**config.mk**
```make
export PLATFORM = sky130hd
export DESIGN_NAME = logical_shift_register_flags_flat
export DESIGN_NICKNAME = d
export VERILOG_FILES = /design/src/rtl/core/lsrf_pkg.sv /design/src/rtl/core/lsrf_if.sv /design/src/rtl/core/lsrf_decode.sv /design/src/rtl/core/lsrf_shift.sv /design/src/rtl/core/lsrf_flags.sv /design/src/rtl/core/logical_shift_register_flags.sv /design/src/flat_wrapper.sv
export SDC_FILE = /design/constraint.sdc
export NUM_CORES = 1
export LEC_CHECK = 0
export ABC_AREA = 1
export BUFFER_PORTS_ARGS = -buffer_cell sky130_fd_sc_hd__buf_2
export CAP_MARGIN = 0
export CORE_ASPECT_RATIO = 0.6
export CORE_MARGIN = 2
export CORE_UTILIZATION = 30
export DETAILED_ROUTE_END_ITERATION = 10
export GPL_TIMING_DRIVEN = 0
export PLACE_DENSITY_LB_ADDON = 0.1
export SYNTH_ARGS = -nofsm -noshare
export SYNTH_HDL_FRONTEND = slang
export SYNTH_SLANG_ARGS = --single-unit
```
**constraint.sdc**
```tcl
create_clock -name clock -period 4.45 [get_ports clock]
set_input_delay 0.89 -clock clock [delete_from_list [all_inputs] [get_ports clock]]
set_output_delay 0.89 -clock clock [all_outputs]
set_load 0.02 [all_outputs]
```
**src/rtl/core/lsrf_pkg.sv**
```systemverilog
// ----------------------------------------------------------------------------
// lsrf_pkg
// Shared types, size codes and helpers for the logical shift unit.
// ----------------------------------------------------------------------------
package lsrf_pkg;

   // operand size codes (code three is handled as long)
   localparam logic [1:0] SIZE_BYTE = 2'd0;
   localparam logic [1:0] SIZE_WORD = 2'd1;
   localparam logic [1:0] SIZE_LONG = 2'd2;

   // opcode field positions
   localparam int OPC_REG_LSB = 0;
   localparam int OPC_CNT_SRC = 5;
   localparam int OPC_DIR     = 8;
   localparam int OPC_CNT_LSB = 9;

   // cycle count bases
   localparam logic [7:0] BASE_SHORT = 8'd6;
   localparam logic [7:0] BASE_LONG  = 8'd8;

   // immediate count of zero stands for eight
   localparam logic [5:0] IMM_ZERO_COUNT = 6'd8;

   // decoded instruction, first stage output
   typedef struct packed {
      logic [31:0] dest_value;
      logic [31:0] sized_value;
      logic [1:0]  size_code;
      logic [5:0]  count;
      logic        left;
      logic        over;
      logic        x_flag_in;
      logic [2:0]  dest_reg;
      logic [7:0]  cycles;
   } dec_type;

   // shifted value and carry, second stage output
   typedef struct packed {
      logic [31:0] dest_value;
      logic [31:0] shifted;
      logic [1:0]  size_code;
      logic        flag_c;
      logic        flag_x;
      logic [2:0]  dest_reg;
      logic [7:0]  cycles;
   } shf_type;

   // final result item
   typedef struct packed {
      logic [31:0] result_value;
      logic [2:0]  dest_reg;
      logic        flag_n;
      logic        flag_z;
      logic        flag_v;
      logic        flag_c;
      logic        flag_x;
      logic [7:0]  cycles;
   } rsp_type;

   // mask of the operand bits for a size code
   function automatic logic [31:0] size_mask(input logic [1:0] size_code);
      logic [31:0] mask;
      unique case (size_code)
         SIZE_BYTE: mask = 32'h0000_00FF;
         SIZE_WORD: mask = 32'h0000_FFFF;
         default:   mask = 32'hFFFF_FFFF;
      endcase
      return mask;
   endfunction

   // operand width in bits for a size code
   function automatic logic [5:0] size_width(input logic [1:0] size_code);
      logic [5:0] width;
      unique case (size_code)
         SIZE_BYTE: width = 6'd8;
         SIZE_WORD: width = 6'd16;
         default:   width = 6'd32;
      endcase
      return width;
   endfunction

endpackage

```
**src/rtl/core/lsrf_if.sv**
```systemverilog
// ----------------------------------------------------------------------------
// lsrf_if
// Request and response channels of the logical shift unit.
// ----------------------------------------------------------------------------
interface lsrf_req_if;
   logic        valid;
   logic        ready;
   logic [15:0] opcode;
   logic [1:0]  size_code;
   logic [31:0] dest_value;
   logic [31:0] count_value;
   logic        x_flag_in;

   modport source (output valid, opcode, size_code, dest_value, count_value, x_flag_in,
                   input ready);
   modport sink   (input valid, opcode, size_code, dest_value, count_value, x_flag_in,
                   output ready);
endinterface

interface lsrf_rsp_if;
   logic        valid;
   logic        ready;
   logic [31:0] result_value;
   logic [2:0]  dest_reg;
   logic        flag_n;
   logic        flag_z;
   logic        flag_v;
   logic        flag_c;
   logic        flag_x;
   logic [7:0]  cycles;

   modport source (output valid, result_value, dest_reg, flag_n, flag_z, flag_v, flag_c,
                          flag_x, cycles,
                   input ready);
   modport sink   (input valid, result_value, dest_reg, flag_n, flag_z, flag_v, flag_c,
                         flag_x, cycles,
                   output ready);
endinterface

```
**src/rtl/core/lsrf_decode.sv**
```systemverilog
// ----------------------------------------------------------------------------
// lsrf_decode
// First stage: count selection, operand sizing and cycle count.
// ----------------------------------------------------------------------------
module lsrf_decode (
   input  logic               clock,
   input  logic               reset,
   input  logic               in_valid,
   output logic               in_ready,
   input  logic [15:0]        opcode,
   input  logic [1:0]         size_code,
   input  logic [31:0]        dest_value,
   input  logic [31:0]        count_value,
   input  logic               x_flag_in,
   output logic               out_valid,
   input  logic               out_ready,
   output lsrf_pkg::dec_type  out_data
);
   import lsrf_pkg::*;

   logic       valid_ff;
   dec_type    data_ff;
   dec_type    data_in;
   logic [2:0] imm_count;
   logic [5:0] count;
   logic [7:0] base;

   // shift count from immediate field or register
   always_comb begin
      imm_count = opcode[OPC_CNT_LSB +: 3];
      if (opcode[OPC_CNT_SRC]) begin
         count = count_value[5:0];
      end else if (imm_count == 3'd0) begin
         count = IMM_ZERO_COUNT;
      end else begin
         count = {3'd0, imm_count};
      end
   end

   // decoded fields
   always_comb begin
      base                = (size_code == SIZE_BYTE || size_code == SIZE_WORD) ?
                            BASE_SHORT : BASE_LONG;
      data_in.dest_value  = dest_value;
      data_in.sized_value = dest_value & size_mask(size_code);
      data_in.size_code   = size_code;
      data_in.count       = count;
      data_in.left        = opcode[OPC_DIR];
      data_in.over        = count > size_width(size_code);
      data_in.x_flag_in   = x_flag_in;
      data_in.dest_reg    = opcode[OPC_REG_LSB +: 3];
      data_in.cycles      = base + {1'b0, count, 1'b0};
   end

   // stage register
   assign in_ready = !valid_ff || out_ready;

   always_ff @(posedge clock) begin
      if (reset) begin
         valid_ff <= 1'b0;
      end else if (in_ready) begin
         valid_ff <= in_valid;
      end
   end

   always_ff @(posedge clock) begin
      if (in_ready && in_valid) begin
         data_ff <= data_in;
      end
   end

   assign out_valid = valid_ff;
   assign out_data  = data_ff;

endmodule

```
**src/rtl/core/lsrf_shift.sv**
```systemverilog
// ----------------------------------------------------------------------------
// lsrf_shift
// Second stage: barrel shift of the sized operand and carry extraction.
// ----------------------------------------------------------------------------
module lsrf_shift (
   input  logic               clock,
   input  logic               reset,
   input  logic               in_valid,
   output logic               in_ready,
   input  lsrf_pkg::dec_type  in_data,
   output logic               out_valid,
   input  logic               out_ready,
   output lsrf_pkg::shf_type  out_data
);
   import lsrf_pkg::*;

   logic        valid_ff;
   shf_type     data_ff;
   shf_type     data_in;
   logic [63:0] left_wide;
   logic [63:0] right_wide;
   logic        carry_left;
   logic [31:0] shifted;
   logic        carry;

   // both directions over a double width word; the carry falls out next to the operand
   always_comb begin
      left_wide  = {32'd0, in_data.sized_value} << in_data.count;
      right_wide = {in_data.sized_value, 32'd0} >> in_data.count;
      unique case (in_data.size_code)
         SIZE_BYTE: carry_left = left_wide[8];
         SIZE_WORD: carry_left = left_wide[16];
         default:   carry_left = left_wide[32];
      endcase
   end

   // counts beyond the width clear everything
   always_comb begin
      if (in_data.over) begin
         shifted = 32'd0;
         carry   = 1'b0;
      end else if (in_data.left) begin
         shifted = left_wide[31:0];
         carry   = carry_left;
      end else begin
         shifted = right_wide[63:32];
         carry   = right_wide[31];
      end
   end

   // stage payload; a zero count keeps x
   always_comb begin
      data_in.dest_value = in_data.dest_value;
      data_in.shifted    = shifted;
      data_in.size_code  = in_data.size_code;
      data_in.flag_c     = carry;
      data_in.flag_x     = (in_data.count == 6'd0) ? in_data.x_flag_in : carry;
      data_in.dest_reg   = in_data.dest_reg;
      data_in.cycles     = in_data.cycles;
   end

   // stage register
   assign in_ready = !valid_ff || out_ready;

   always_ff @(posedge clock) begin
      if (reset) begin
         valid_ff <= 1'b0;
      end else if (in_ready) begin
         valid_ff <= in_valid;
      end
   end

   always_ff @(posedge clock) begin
      if (in_ready && in_valid) begin
         data_ff <= data_in;
      end
   end

   assign out_valid = valid_ff;
   assign out_data  = data_ff;

endmodule

```
**src/rtl/core/lsrf_flags.sv**
```systemverilog
// ----------------------------------------------------------------------------
// lsrf_flags
// Third stage: merge into the register, N and Z flags, output register.
// ----------------------------------------------------------------------------
module lsrf_flags (
   input  logic               clock,
   input  logic               reset,
   input  logic               in_valid,
   output logic               in_ready,
   input  lsrf_pkg::shf_type  in_data,
   output logic               out_valid,
   input  logic               out_ready,
   output lsrf_pkg::rsp_type  out_data
);
   import lsrf_pkg::*;

   logic        valid_ff;
   rsp_type     data_ff;
   rsp_type     data_in;
   logic [31:0] mask;
   logic [31:0] sized_res;
   logic        sign;

   // sized result and its sign bit
   always_comb begin
      mask      = size_mask(in_data.size_code);
      sized_res = in_data.shifted & mask;
      unique case (in_data.size_code)
         SIZE_BYTE: sign = sized_res[7];
         SIZE_WORD: sign = sized_res[15];
         default:   sign = sized_res[31];
      endcase
   end

   // result item
   always_comb begin
      data_in.result_value = (in_data.dest_value & ~mask) | sized_res;
      data_in.dest_reg     = in_data.dest_reg;
      data_in.flag_n       = sign;
      data_in.flag_z       = (sized_res == 32'd0);
      data_in.flag_v       = 1'b0;
      data_in.flag_c       = in_data.flag_c;
      data_in.flag_x       = in_data.flag_x;
      data_in.cycles       = in_data.cycles;
   end

   // output register
   assign in_ready = !valid_ff || out_ready;

   always_ff @(posedge clock) begin
      if (reset) begin
         valid_ff <= 1'b0;
      end else if (in_ready) begin
         valid_ff <= in_valid;
      end
   end

   always_ff @(posedge clock) begin
      if (in_ready && in_valid) begin
         data_ff <= data_in;
      end
   end

   assign out_valid = valid_ff;
   assign out_data  = data_ff;

endmodule

```
**src/rtl/core/logical_shift_register_flags.sv**
```systemverilog
// a request is registered in each stage in turn before the response is valid
// throughput: one request per cycle while the response is not stalled, set by the three register stages
// (decode, barrel shift, flags and output register)
// a stalled response holds every stage that holds a request; nothing is dropped or repeated
// reset: synchronous, clears the stage valid bits only
// ----------------------------------------------------------------------------
// logical_shift_register_flags
// Register-form logical shift left/right with N, Z, V, C, X flags and the
// instruction cycle count, as a three-stage pipeline.
// ----------------------------------------------------------------------------
module logical_shift_register_flags (
   input  logic       clock,
   input  logic       reset,
   lsrf_req_if.sink   req_chan,
   lsrf_rsp_if.source rsp_chan
);
   import lsrf_pkg::*;

   logic    dec_valid;
   logic    dec_ready;
   dec_type dec_data;
   logic    shf_valid;
   logic    shf_ready;
   shf_type shf_data;
   rsp_type rsp_data;

   // decode stage
   lsrf_decode u_decode (
      .clock       (clock),
      .reset       (reset),
      .in_valid    (req_chan.valid),
      .in_ready    (req_chan.ready),
      .opcode      (req_chan.opcode),
      .size_code   (req_chan.size_code),
      .dest_value  (req_chan.dest_value),
      .count_value (req_chan.count_value),
      .x_flag_in   (req_chan.x_flag_in),
      .out_valid   (dec_valid),
      .out_ready   (dec_ready),
      .out_data    (dec_data)
   );

   // shift stage
   lsrf_shift u_shift (
      .clock     (clock),
      .reset     (reset),
      .in_valid  (dec_valid),
      .in_ready  (dec_ready),
      .in_data   (dec_data),
      .out_valid (shf_valid),
      .out_ready (shf_ready),
      .out_data  (shf_data)
   );

   // flags stage and output register
   lsrf_flags u_flags (
      .clock     (clock),
      .reset     (reset),
      .in_valid  (shf_valid),
      .in_ready  (shf_ready),
      .in_data   (shf_data),
      .out_valid (rsp_chan.valid),
      .out_ready (rsp_chan.ready),
      .out_data  (rsp_data)
   );

   // response payload
   assign rsp_chan.result_value = rsp_data.result_value;
   assign rsp_chan.dest_reg     = rsp_data.dest_reg;
   assign rsp_chan.flag_n       = rsp_data.flag_n;
   assign rsp_chan.flag_z       = rsp_data.flag_z;
   assign rsp_chan.flag_v       = rsp_data.flag_v;
   assign rsp_chan.flag_c       = rsp_data.flag_c;
   assign rsp_chan.flag_x       = rsp_data.flag_x;
   assign rsp_chan.cycles       = rsp_data.cycles;

   // x differs from c only for a zero count, which costs the base cycles
   a_x_only_zero_count: assert property (@(posedge clock) disable iff (reset)
      rsp_chan.valid && (rsp_chan.flag_x != rsp_chan.flag_c) |->
         (rsp_chan.cycles == BASE_SHORT || rsp_chan.cycles == BASE_LONG))
      else $error("x differs from c for a nonzero count");

   // a carry needs at least one bit shifted
   a_carry_needs_count: assert property (@(posedge clock) disable iff (reset)
      rsp_chan.valid && rsp_chan.flag_c |-> (rsp_chan.cycles > BASE_SHORT))
      else $error("carry set with no shift");

   // a stalled shift stage holds its carry for the flags stage
   a_shift_stall_holds: assert property (@(posedge clock) disable iff (reset)
      shf_valid && !shf_ready |=> shf_valid && $stable(shf_data))
      else $error("shift stage changed while stalled");

endmodule
```
**src/flat_wrapper.sv**
```systemverilog
// flat-port wrapper written by rule: the top's interface ports become plain ports
module logical_shift_register_flags_flat import lsrf_pkg::*;
  (clock, reset, req_chan_valid, req_chan_opcode, req_chan_size_code, req_chan_dest_value, req_chan_count_value, req_chan_x_flag_in, req_chan_ready, rsp_chan_valid, rsp_chan_result_value, rsp_chan_dest_reg, rsp_chan_flag_n, rsp_chan_flag_z, rsp_chan_flag_v, rsp_chan_flag_c, rsp_chan_flag_x, rsp_chan_cycles, rsp_chan_ready);
  lsrf_req_if req_chan_i ();
  lsrf_rsp_if rsp_chan_i ();
  input  logic clock;
  input  logic reset;
  input wire logic [$bits(req_chan_i.valid)-1:0] req_chan_valid;
  input wire logic [$bits(req_chan_i.opcode)-1:0] req_chan_opcode;
  input wire logic [$bits(req_chan_i.size_code)-1:0] req_chan_size_code;
  input wire logic [$bits(req_chan_i.dest_value)-1:0] req_chan_dest_value;
  input wire logic [$bits(req_chan_i.count_value)-1:0] req_chan_count_value;
  input wire logic [$bits(req_chan_i.x_flag_in)-1:0] req_chan_x_flag_in;
  output wire logic [$bits(req_chan_i.ready)-1:0] req_chan_ready;
  output wire logic [$bits(rsp_chan_i.valid)-1:0] rsp_chan_valid;
  output wire logic [$bits(rsp_chan_i.result_value)-1:0] rsp_chan_result_value;
  output wire logic [$bits(rsp_chan_i.dest_reg)-1:0] rsp_chan_dest_reg;
  output wire logic [$bits(rsp_chan_i.flag_n)-1:0] rsp_chan_flag_n;
  output wire logic [$bits(rsp_chan_i.flag_z)-1:0] rsp_chan_flag_z;
  output wire logic [$bits(rsp_chan_i.flag_v)-1:0] rsp_chan_flag_v;
  output wire logic [$bits(rsp_chan_i.flag_c)-1:0] rsp_chan_flag_c;
  output wire logic [$bits(rsp_chan_i.flag_x)-1:0] rsp_chan_flag_x;
  output wire logic [$bits(rsp_chan_i.cycles)-1:0] rsp_chan_cycles;
  input wire logic [$bits(rsp_chan_i.ready)-1:0] rsp_chan_ready;
  assign req_chan_i.valid = req_chan_valid;
  assign req_chan_i.opcode = req_chan_opcode;
  assign req_chan_i.size_code = req_chan_size_code;
  assign req_chan_i.dest_value = req_chan_dest_value;
  assign req_chan_i.count_value = req_chan_count_value;
  assign req_chan_i.x_flag_in = req_chan_x_flag_in;
  assign req_chan_ready = req_chan_i.ready;
  assign rsp_chan_valid = rsp_chan_i.valid;
  assign rsp_chan_result_value = rsp_chan_i.result_value;
  assign rsp_chan_dest_reg = rsp_chan_i.dest_reg;
  assign rsp_chan_flag_n = rsp_chan_i.flag_n;
  assign rsp_chan_flag_z = rsp_chan_i.flag_z;
  assign rsp_chan_flag_v = rsp_chan_i.flag_v;
  assign rsp_chan_flag_c = rsp_chan_i.flag_c;
  assign rsp_chan_flag_x = rsp_chan_i.flag_x;
  assign rsp_chan_cycles = rsp_chan_i.cycles;
  assign rsp_chan_i.ready = rsp_chan_ready;
  logical_shift_register_flags u_core (.clock(clock), .reset(reset), .req_chan(req_chan_i), .rsp_chan(rsp_chan_i));
endmodule
```
==> flow_metrics.tcl, run 1 <==
set metrics [dict create \
    area_delta_synth_final_pct 16.8 \
    worstPathArrival_ns 3.19 \
    tns_ns 0 \
    clk_pin_slew_worst_paths_ns 0.08 \
    r2r_setup_slack_ns 1.46 \
    synth_edf_count 193 \
    chipWidth_um 244 \
    period_share_pct 67.1 \
    place_area_um2 11500 \
    p_switching_mw 1.38 \
    multi_input_area_um2 3700 \
    cts_setup_buffers 0 \
    critPathMaxFanout 10 \
    grt_pass1_wl_um 58900 \
    hold_viol 0 \
    synthFlopType "edfxtp_1" \
    synth-seq-area-share_pct 56.5 \
    cp.depth 12 \
    crit_path_end "u_core.u_shift.out_data[40]" \
    cpPeakStageDelay_ns 0.69 \
    crit_required_ns 4.66 \
    drive_above_1_share_pct 14.7 \
    ant_nets 0 \
    slew_headroom_pct 18.5 \
    cts_buffers 17 \
    hold_class "register to register" \
    dieHeight_um 148 \
    routabilityCongestion 0.976 \
    fillers 3633 \
    p_clk_share_pct 33.9 \
    drt_iter0_markers 1104 \
    fmax_mhz 335 \
    numPortBuffers 100 \
    cts_root_buffer "clkbuf_16" \
    reg2reg_depth 12 \
    synth_seq_cells 196 \
    overflow 0 \
    die-area_um2 36100 \
    vias 9034 \
    cp_slowest_cell "o21ai_0" \
    num-nets-final 1384 \
    io_pins 137 \
    r2r-end "u_core.u_shift.out_data[40]" \
    setup_viol 0 \
    p_per_area_nw_per_um2 373 \
    regToRegStartpoint "u_core.u_decode.out_data[14]" \
    worst_slew_pin_slew_ns 1.21 \
    path_cells "buf_6 > buf_4 > nand2_1 > o21ai_0 > o21ai_0 > nand2_1 > o21ai_1 > nor2_1 > nand2_1 > nand3_1 > nand2_1 > inv_1" \
    ys_warn_count 0 \
    p_leak_nw 5.23 \
    path_delay_family "compound AO/OA/AOI/OAI gates" \
    cts.htree.levels 4 \
    crit_path_frequent_cell "nand2_1" \
    path_class "register to register" \
    critPathLaunchType "register" \
    fin_crit_ns 2.99 \
    p_comb_share_pct 18.0 \
    insertion_delay_ns 0.45 \
    fin_util_pct 35.8 \
    regArea_um2 5860 \
    initial_core_util_pct 30.6 \
    synthCells 1167 \
    swShare_pct 30.5 \
    slew_viol_final 0 \
    cp-end-kind "register" \
    drt_wl_total_um 41000 \
    async_flop_share_pct 0 \
    rsz0062_at_grt "no" \
    crit_start "u_core.u_decode.out_data[14]" \
    drc 0 \
    p_int_mw 3.13 \
    yosysUniqueCellTypes 50 \
    drtPass1Iterations 6 \
    rows 52 \
    seqPwrFrac_pct 48.2 \
    synth_area_per_cell_um2 8.88 \
    clock_sinks 196 \
    cts_tree "yes" \
    holdBufCountCts 0 \
    post_cts_resized 0 \
    wl_per_cell_um 23.2 \
    viasPerCell 5.12 \
    clock_skew_ns 0.0173 \
    final_cell_area_um2 12100 \
    status "finished, final reports clean" \
    cap_violations 0 \
    ir_worst_vdd_mv 0.258 \
    antenna_found_initial 0 \
    critPathBufInv 3 \
    hpwl_um 33000 \
    grt_max_degree 62 \
    core_um2 33800 \
    cts.path.max_buffers 2 \
    grt_pass1_vias 8546 \
    syn-cell-area_um2 10400 \
    grt_use_total_pct 23.0 \
]
[flip-flops by register name, summed over array words and instances (netlist names)]
name and count:
u_core.u_flags.out_valid 1, u_core.u_shift.out_data 70, u_core.u_flags.out_data 46, u_core.u_decode.out_valid 1, u_core.u_shift.out_valid 1, u_core.u_decode.out_data 77
[cell usage after synthesis (4+ instances only)]
library cell / n / share of area, %
nand2_1: 363 / 13
edfxtp_1: 193 / 56
nand3_1: 149 / 7.2
inv_1: 115 / 4.2
o21ai_0: 64 / 3.1
nor2_1: 43 / 1.6
a21oi_1: 39 / 1.9
o21ai_1: 31 / 1.5
clkbuf_1: 20 / 0.72
o211ai_1: 19 / 1.4
buf_2: 17 / 0.82
buf_1: 12 / 0.43
buf_6: 8 / 0.87
a31oi_1: 7 / 0.42
and2_1: 7 / 0.42
ha_1: 6 / 0.72
nand4_1: 6 / 0.36
buf_4: 5 / 0.36
inv_2: 5 / 0.18
a21oi_2: 4 / 0.34
mux2i_1: 4 / 0.39
nand2_2: 4 / 0.24
nor3_1: 4 / 0.19
o21a_1: 4 / 0.29
or2_1: 4 / 0.24
[layout by cell type, fill, tap and decap left out, drive strengths merged, types with 4 or more instances in the layout]
master | Yosys | routed
a21oi | 43 | 43
a31oi | 7 | 7
and2 | 7 | 7
buf | 43 | 146
clkbuf | 20 | 38
clkinv | 1 | 5
edfxtp | 193 | 193
ha | 6 | 6
inv | 122 | 129
mux2i | 4 | 4
nand2 | 367 | 367
nand3 | 149 | 149
nand4 | 6 | 6
nor2 | 45 | 45
nor3 | 5 | 5
o211ai | 19 | 19
o21a | 4 | 4
o21ai | 96 | 96
or2 | 5 | 5
[worst min path at each step]
stage / from / endpoint / slack [ns] / depth (start not counted)
2_1_floorplan: u_core.u_shift.out_data[8] / u_core.u_flags.out_data[13] / 0.40 / 0
3_3_place_gp: u_core.u_decode.out_data[9] / u_core.u_shift.out_data[9] / 0.40 / 0
3_5_place_dp: u_core.u_shift.out_data[10] / u_core.u_flags.out_data[15] / 0.40 / 0
4_1_cts: u_core.u_decode.out_data[65] / u_core.u_shift.out_data[58] / 0.42 / 0
5_1_grt: u_core.u_decode.out_data[85] / u_core.u_shift.out_data[78] / 0.43 / 0
6_report: u_core.u_decode.out_data[78] / u_core.u_shift.out_data[71] / 0.42 / 0
[layout make-up]
cell class / instances / share of cell area, %
Multi-Input combinational cell: 786 / 30.6
Buffer: 63 / 2.87
Tap cell: 459 / 4.74
Inverter: 123 / 3.93
Timing Repair Buffer: 103 / 4.76
Clock buffer: 18 / 3.55
Antenna cell: 1 / 0.0207
Clock inverter: 14 / 1.16
Sequential cell: 196 / 48.4
[worst register-to-register path, cell delays in order, from the launching register on]
cell and delay, ns:
edfxtp_1 0.44, buf_6 0.18, buf_4 0.20, nand2_1 0.12, o21ai_0 0.09, o21ai_0 0.69
nand2_1 0.16, o21ai_1 0.24, nor2_1 0.14, nand2_1 0.12, nand3_1 0.17, nand2_1 0.14
inv_1 0.04
[power by group through the flow]
stage,Combinational [mW],Clock (mW),Sequential (mW)
final,0.810,1.53,2.17
after detailed placement,0.779,0,2.22
after global placement,0.781,0,2.22
after floorplan,0.444,0,2.22
after global routing,0.873,1.65,2.18
after CTS,0.784,1.58,2.17
[kinds of logic after synthesis]
| group | after synthesis | share of synthesized area, % |
|---|---|---|
| AOI/OAI and AO/OA | 176 | 9.55 |
| xor gates and xnor gates | 4 | 0.338 |
| adders and majority gates | 7 | 0.918 |
| buffers and inverters | 186 | 7.90 |
| DFF | 196 | 56.5 |
| muxes | 7 | 0.712 |
| other | 1 | 0.0362 |
| and+or+nand+nor | 590 | 24.0 |
[routing by layer]
layer  vias to the layer above  global-route usage, %  routed length, um
li1                       4202                      -                  -
met1                      4387                   36.4              21000
met2                       415                   29.9              15400
met3                        30                   6.92               4080
met4                         0                   4.73                503
met5                         -                      0                  0
[stage by stage]
stage | instances | power (mW) | hold slack (ns) | worst slack, ns
after global routing | 1762 | 4.71 | 0.429 | 1.33
after detailed placement | 1730 | 3.00 | 0.405 | 1.57
final | 1763 | 4.51 | 0.421 | 1.46
after global placement | 1727 | 3.01 | 0.401 | -0.747
after CTS | 1762 | 4.53 | 0.422 | 1.64
after floorplan | 1168 | 2.66 | 0.400 | 0.818
Power figures use the tool's default switching activity.
==> run 2, diff against run 1 <==
==> constraint.sdc (replaced) <==
create_clock -name clock -period 2.8 [get_ports clock]
set_input_delay 0.56 -clock clock [delete_from_list [all_inputs] [get_ports clock]]
set_output_delay 0.56 -clock clock [all_outputs]
set_load 0.02 [all_outputs]
==> run 2 against run 1 <==
Net effect:
- count of clock-buffer cells in the layout is the same
- hold slack lost 0.13 ns
- clock power grew 65%
- global-route usage grew 0.54 points
- cell area grew 0.44%
==> flow_metrics.tcl, run 2 (same netlist as run 1, synthesis figures left out) <==
set metrics [dict create \
    hold_class "input pin to register" \
    critPathLaunchType "register" \
    viasPerCell 5.06 \
    fin_cells 1763 \
    cts_buffers 17 \
    setup_viol 0 \
    seqPwrFrac_pct 47.6 \
    period_share_pct 99.9 \
    clk_pin_slew_worst_paths_ns 0.08 \
    status "finished, final reports clean" \
    chipWidth_um 244 \
    drt_wl_total_um 41800 \
    path_class "register to register" \
    finalPower_mw 7.27 \
    initial_core_util_pct 30.6 \
    dieHeight_um 148 \
    antenna_found_initial 1 \
    slew_viol_final 0 \
    cp-end-kind "register" \
    worst_slew_pin_slew_ns 1.06 \
    area_delta_synth_final_pct 17.3 \
    critPathMaxFanout 10 \
    swShare_pct 30.1 \
    fillers 3608 \
    slew_headroom_pct 28.2 \
    p_leak_nw 5.26 \
    core_um2 33800 \
    grt_pass1_vias 8623 \
    drt-met1-wl_um 21800 \
    p_int_mw 5.08 \
    p_clk_share_pct 34.7 \
    wl_met2_um 16000 \
    mostFrequentLayoutCell "nand2_1" \
    top_layer_used "met4" \
    cts_tree "yes" \
    die-area_um2 36100 \
    worstPathArrival_ns 2.98 \
    cts_root_buffer "clkbuf_16" \
    cts_setup_buffers 0 \
    grt_use_total_pct 23.5 \
    final_cell_area_um2 12200 \
    insertion_delay_ns 0.44 \
    vias 8916 \
    fin_crit_ns 2.80 \
    drc 0 \
    post_cts_resized 0 \
    dpl.cell_count 1731 \
    routabilityCongestion 0.966 \
    holdPathStages 1 \
    hpwl_um 33200 \
    crit_required_ns 2.98 \
    drive_above_1_share_pct 15.2 \
    largest_reg_flops 77 \
    worst_slack_ns 0.00258 \
    cts.htree.levels 4 \
    clock_skew_ns 0.0135 \
    overflow 0 \
    clock_sinks 196 \
    fmax_mhz 357 \
    wl_per_cell_um 23.7 \
    drtPass1Iterations 5 \
    io_pins 137 \
    reg2reg_depth 9 \
    route.met3.wl_um 3260 \
    ant_nets 0 \
    place_ws_ns 0.0210 \
    layout_common_cells "nand2_1 (363), edfxtp_1 (193), nand3_1 (149)" \
    hold_viol 0 \
    num-nets-final 1385 \
    holdBufCountCts 0 \
    p_per_area_nw_per_um2 598 \
    cap_violations 0 \
    grt_pass1_wl_um 60100 \
    grt_max_degree 65 \
    drt_iter0_markers 876 \
    p_switching_mw 2.19 \
    diodes 0 \
    ir_worst_vdd_mv 0.390 \
    rows 52 \
    p_comb_share_pct 17.7 \
    place_area_um2 11500 \
    numPortBuffers 100 \
    cts.path.max_buffers 2 \
]
[run 2: cell count changes in the layout (fill, tap and decap cells not counted), moves of 4 or more]
| cell | delta |
|---|---|
| clkbuf_2 | +5 |
| buf_1 | -4 |
| o21ai_0 | -4 |
| o21ai_1 | +4 |
[run 2: cell type report]
class	instances	area, um2	area share, %
Sequential cell	196	5860	48.2
Timing Repair Buffer	104	588	4.84
Clock buffer	18	429	3.53
Tap cell	459	574	4.72
Multi-Input combinational cell	786	3710	30.5
Inverter	123	477	3.92
Buffer	63	357	2.93
Clock inverter	14	169	1.39
[run 2: path summary, 6_finish.rpt]
kind,from,slack (ns),end
worst min register to register,u_core.u_decode.out_data[63],0.41,u_core.u_shift.out_data[56]
worst max register to register,u_core.u_decode.out_data[14],0.003,u_core.u_shift.out_data[42]
worst max-delay path,u_core.u_decode.out_data[14],0.003,u_core.u_shift.out_data[42]
worst min-delay path,req_chan_dest_value[4],0.29,u_core.u_decode.out_data[58]
[run 2: worst max-delay path, stage by stage, from the launching register on]
cell and delay (ns):
edfxtp_1 0.45, buf_6 0.18, buf_6 0.16, o21ai_1 0.53
nand2_1 0.09, o21ai_0 0.25, nand2_1 0.19, nand2_1 0.12
nand3_1 0.14, a31oi_1 0.41
[run 2: power groups by stage]
stage          Combinational [mW]  Sequential, mW  Clock (mW)
2_1_floorplan               0.706            3.52           0
3_5_place_dp                 1.24            3.53           0
5_1_grt                      1.39            3.47        2.70
3_3_place_gp                 1.25            3.54           0
4_1_cts                      1.25            3.46        2.60
6_report                     1.28            3.46        2.52
[run 2: per-stage QoR]
step | utilization, % | TNS [ns] | hold slack (ns)
global placement | 33.8 | -135.58 | 0.400
detailed placement | 34.1 | 0 | 0.405
global route | 35.9 | -0.0752 | 0.261
finish | 35.9 | 0 | 0.290
CTS | 35.9 | 0 | 0.258
floorplan | - | 0 | 0.400
[run 2: metal layers]
layer  track usage (%)  vias up
met5                 0        -
met4              5.91        0
met3              5.86       35
met2              30.7      334
met1              37.5     4344
li1                  -     4203
==> run 3, diff against run 2 <==
==> constraint.sdc (replaced) <==
create_clock -name clock -period 2.6 [get_ports clock]
set_input_delay 0.52 -clock clock [delete_from_list [all_inputs] [get_ports clock]]
set_output_delay 0.52 -clock clock [all_outputs]
set_load 0.02 [all_outputs]
==> run 3 against run 2 <==
Net effect:
- cell area is 0.47% higher
- register-to-register slack gained 0.02 ns
- clock skew increased by 0.015 ns
- cell count did not move
- worst setup slack improved by 0.015 ns
- wire length down 1.3%
- via count grew 0.16%
- total power is 7.1% higher
==> flow_metrics.tcl, run 3 (same netlist as run 1, synthesis figures left out) <==
set metrics [dict create \
    holdPathStages 1 \
    clk_pin_slew_worst_paths_ns 0.08 \
    num-nets-final 1385 \
    rows 52 \
    clock_sinks 196 \
    seqPwrFrac_pct 47.8 \
    worstPathArrival_ns 2.84 \
    p_clk_share_pct 34.4 \
    p_int_mw 5.41 \
    grt_pass1_vias 8720 \
    hpwl_um 33000 \
    core_um2 33800 \
    slew_headroom_pct 21.0 \
    cts_root_buffer "clkbuf_16" \
    ir_worst_vdd_mv 0.459 \
    mostFrequentLayoutCell "nand2_1" \
    regArea_um2 5860 \
    fillers 3561 \
    cap_violations 0 \
    insertion_delay_ns 0.46 \
    drive_above_1_share_pct 16.8 \
    cts.htree.levels 4 \
    numPortBuffers 100 \
    setup_viol 0 \
    grt_max_degree 38 \
    initial_core_util_pct 30.6 \
    worst_slack_ns 0.0176 \
    reg2reg_depth 9 \
    crit_required_ns 2.85 \
    cts.path.max_buffers 2 \
    period_share_pct 99.3 \
    area_delta_synth_final_pct 17.9 \
    drc 0 \
    p_comb_share_pct 17.8 \
    largest_reg_flops 77 \
    ant_nets 0 \
    critPathMaxFanout 10 \
    multi_input_area_um2 3770 \
    swShare_pct 30.5 \
    critPathLaunchType "register" \
    drt_iter0_markers 977 \
    p_per_area_nw_per_um2 638 \
    status "finished, final reports clean" \
    holdBufCountCts 0 \
    antenna_found_initial 0 \
    worst_slew_pin_slew_ns 1.17 \
    grt_pass1_wl_um 60000 \
    drt_wl_total_um 41200 \
    chipWidth_um 244 \
    slew_viol_final 0 \
    clock_skew_ns 0.0286 \
    p_leak_nw 5.30 \
    wl_per_cell_um 23.4 \
    viasPerCell 5.07 \
    io_pins 137 \
    path_class "register to register" \
    die-area_um2 36100 \
    vias 8930 \
    rsz0062_at_grt "yes" \
    fin_crit_ns 2.58 \
    cts_tree "yes" \
    cts_setup_buffers 0 \
    diodes 0 \
    layout_common_cells "nand2_1 (362), edfxtp_1 (193), nand3_1 (146)" \
    fmax_mhz 387 \
    routabilityCongestion 0.982 \
    overflow 0 \
    fin_util_pct 36.1 \
    hold_viol 0 \
    cts_buffers 17 \
    p_switching_mw 2.38 \
    dieHeight_um 148 \
    place_ws_ns -0.172 \
    hold_class "input pin to register" \
    drtPass1Iterations 5 \
    cp-end-kind "register" \
    grt_use_total_pct 23.5 \
]
[run 3: cell types whose count changed in the layout (fill, tap and decap cells not counted), moves of 3 or more]
cell | previous run | this run
clkbuf_2 | 5 | 8
nand3_2 | 0 | 3
nand3_1 | 149 | 146
o21ai_0 | 60 | 57
clkbuf_1 | 20 | 17
o21ai_1 | 35 | 32
o21ai_2 | 1 | 7
[run 3: power by group through the flow]
| stage | Sequential (mW) | Clock [mW] | Combinational (mW) |
|---|---|---|---|
| global route | 3.74 | 2.86 | 1.51 |
| global placement | 3.81 | 0 | 1.33 |
| detailed placement | 3.80 | 0 | 1.33 |
| CTS | 3.73 | 2.76 | 1.33 |
| floorplan | 3.79 | 0 | 0.761 |
| finish | 3.73 | 2.68 | 1.39 |
[run 3: layout make-up]
type / count / share of cell area [%]
clock inverters: 12 / 1.18
well taps: 459 / 4.70
flip-flops and latches: 196 / 47.9
repair buffers: 104 / 4.75
plain buffers: 63 / 3.04
clock buffers: 20 / 3.66
multi-input cells: 786 / 30.8
inverters: 123 / 3.90
[run 3: routing by layer]
layer	vias to the layer above	GRT usage (%)	part of all wire, %
met5	-	0	0
met4	0	4.60	1.2
met3	28	7.43	11
met2	397	30.6	37
met1	4294	36.9	51
li1	4211	-	-
[run 3: final timing paths]
check                                             startpoint                      endpoint  slack (ns)
worst max-delay path            u_core.u_decode.out_data[15]   u_core.u_shift.out_data[36]        0.02
worst min-delay path                      req_chan_opcode[2]  u_core.u_decode.out_data[10]        0.25
worst max register to register  u_core.u_decode.out_data[15]   u_core.u_shift.out_data[36]        0.02
worst min register to register   u_core.u_shift.out_data[12]    u_core.u_flags.out_data[9]        0.42
[run 3: critical path, cell delays in order, from the launching register on]
cell and delay, ns:
edfxtp_1 0.45, buf_6 0.19, inv_4 0.14, buf_2 0.32, a21oi_1 0.10, a31oi_2 0.33, nand2_1 0.16, nand2_1 0.11
nand3_1 0.19, a21oi_1 0.35
[run 3: timing repair]
| item | in CTS | in global routing |
|---|---|---|
| endpoints found under the setup margin | 15 | 32 |
| gates resized for setup | 8 | 33 |
| pin swaps | 0 | 0 |
[run 3: stage by stage]
| stage | area, um2 | std cells | setup TNS, ns | hold slack [ns] | power, mW |
|---|---|---|---|---|---|
| final | 12200 | 1763 | 0 | 0.247 | 7.79 |
| after global routing | 12200 | 1763 | -0.0584 | 0.228 | 8.11 |
| after CTS | 12100 | 1763 | 0 | 0.222 | 7.82 |
| after detailed placement | 11500 | 1731 | -0.726 | 0.405 | 5.12 |
| after global placement | 11500 | 1727 | -167.69 | 0.400 | 5.14 |
| after floorplan | 10400 | 1168 | 0 | 0.400 | 4.55 |
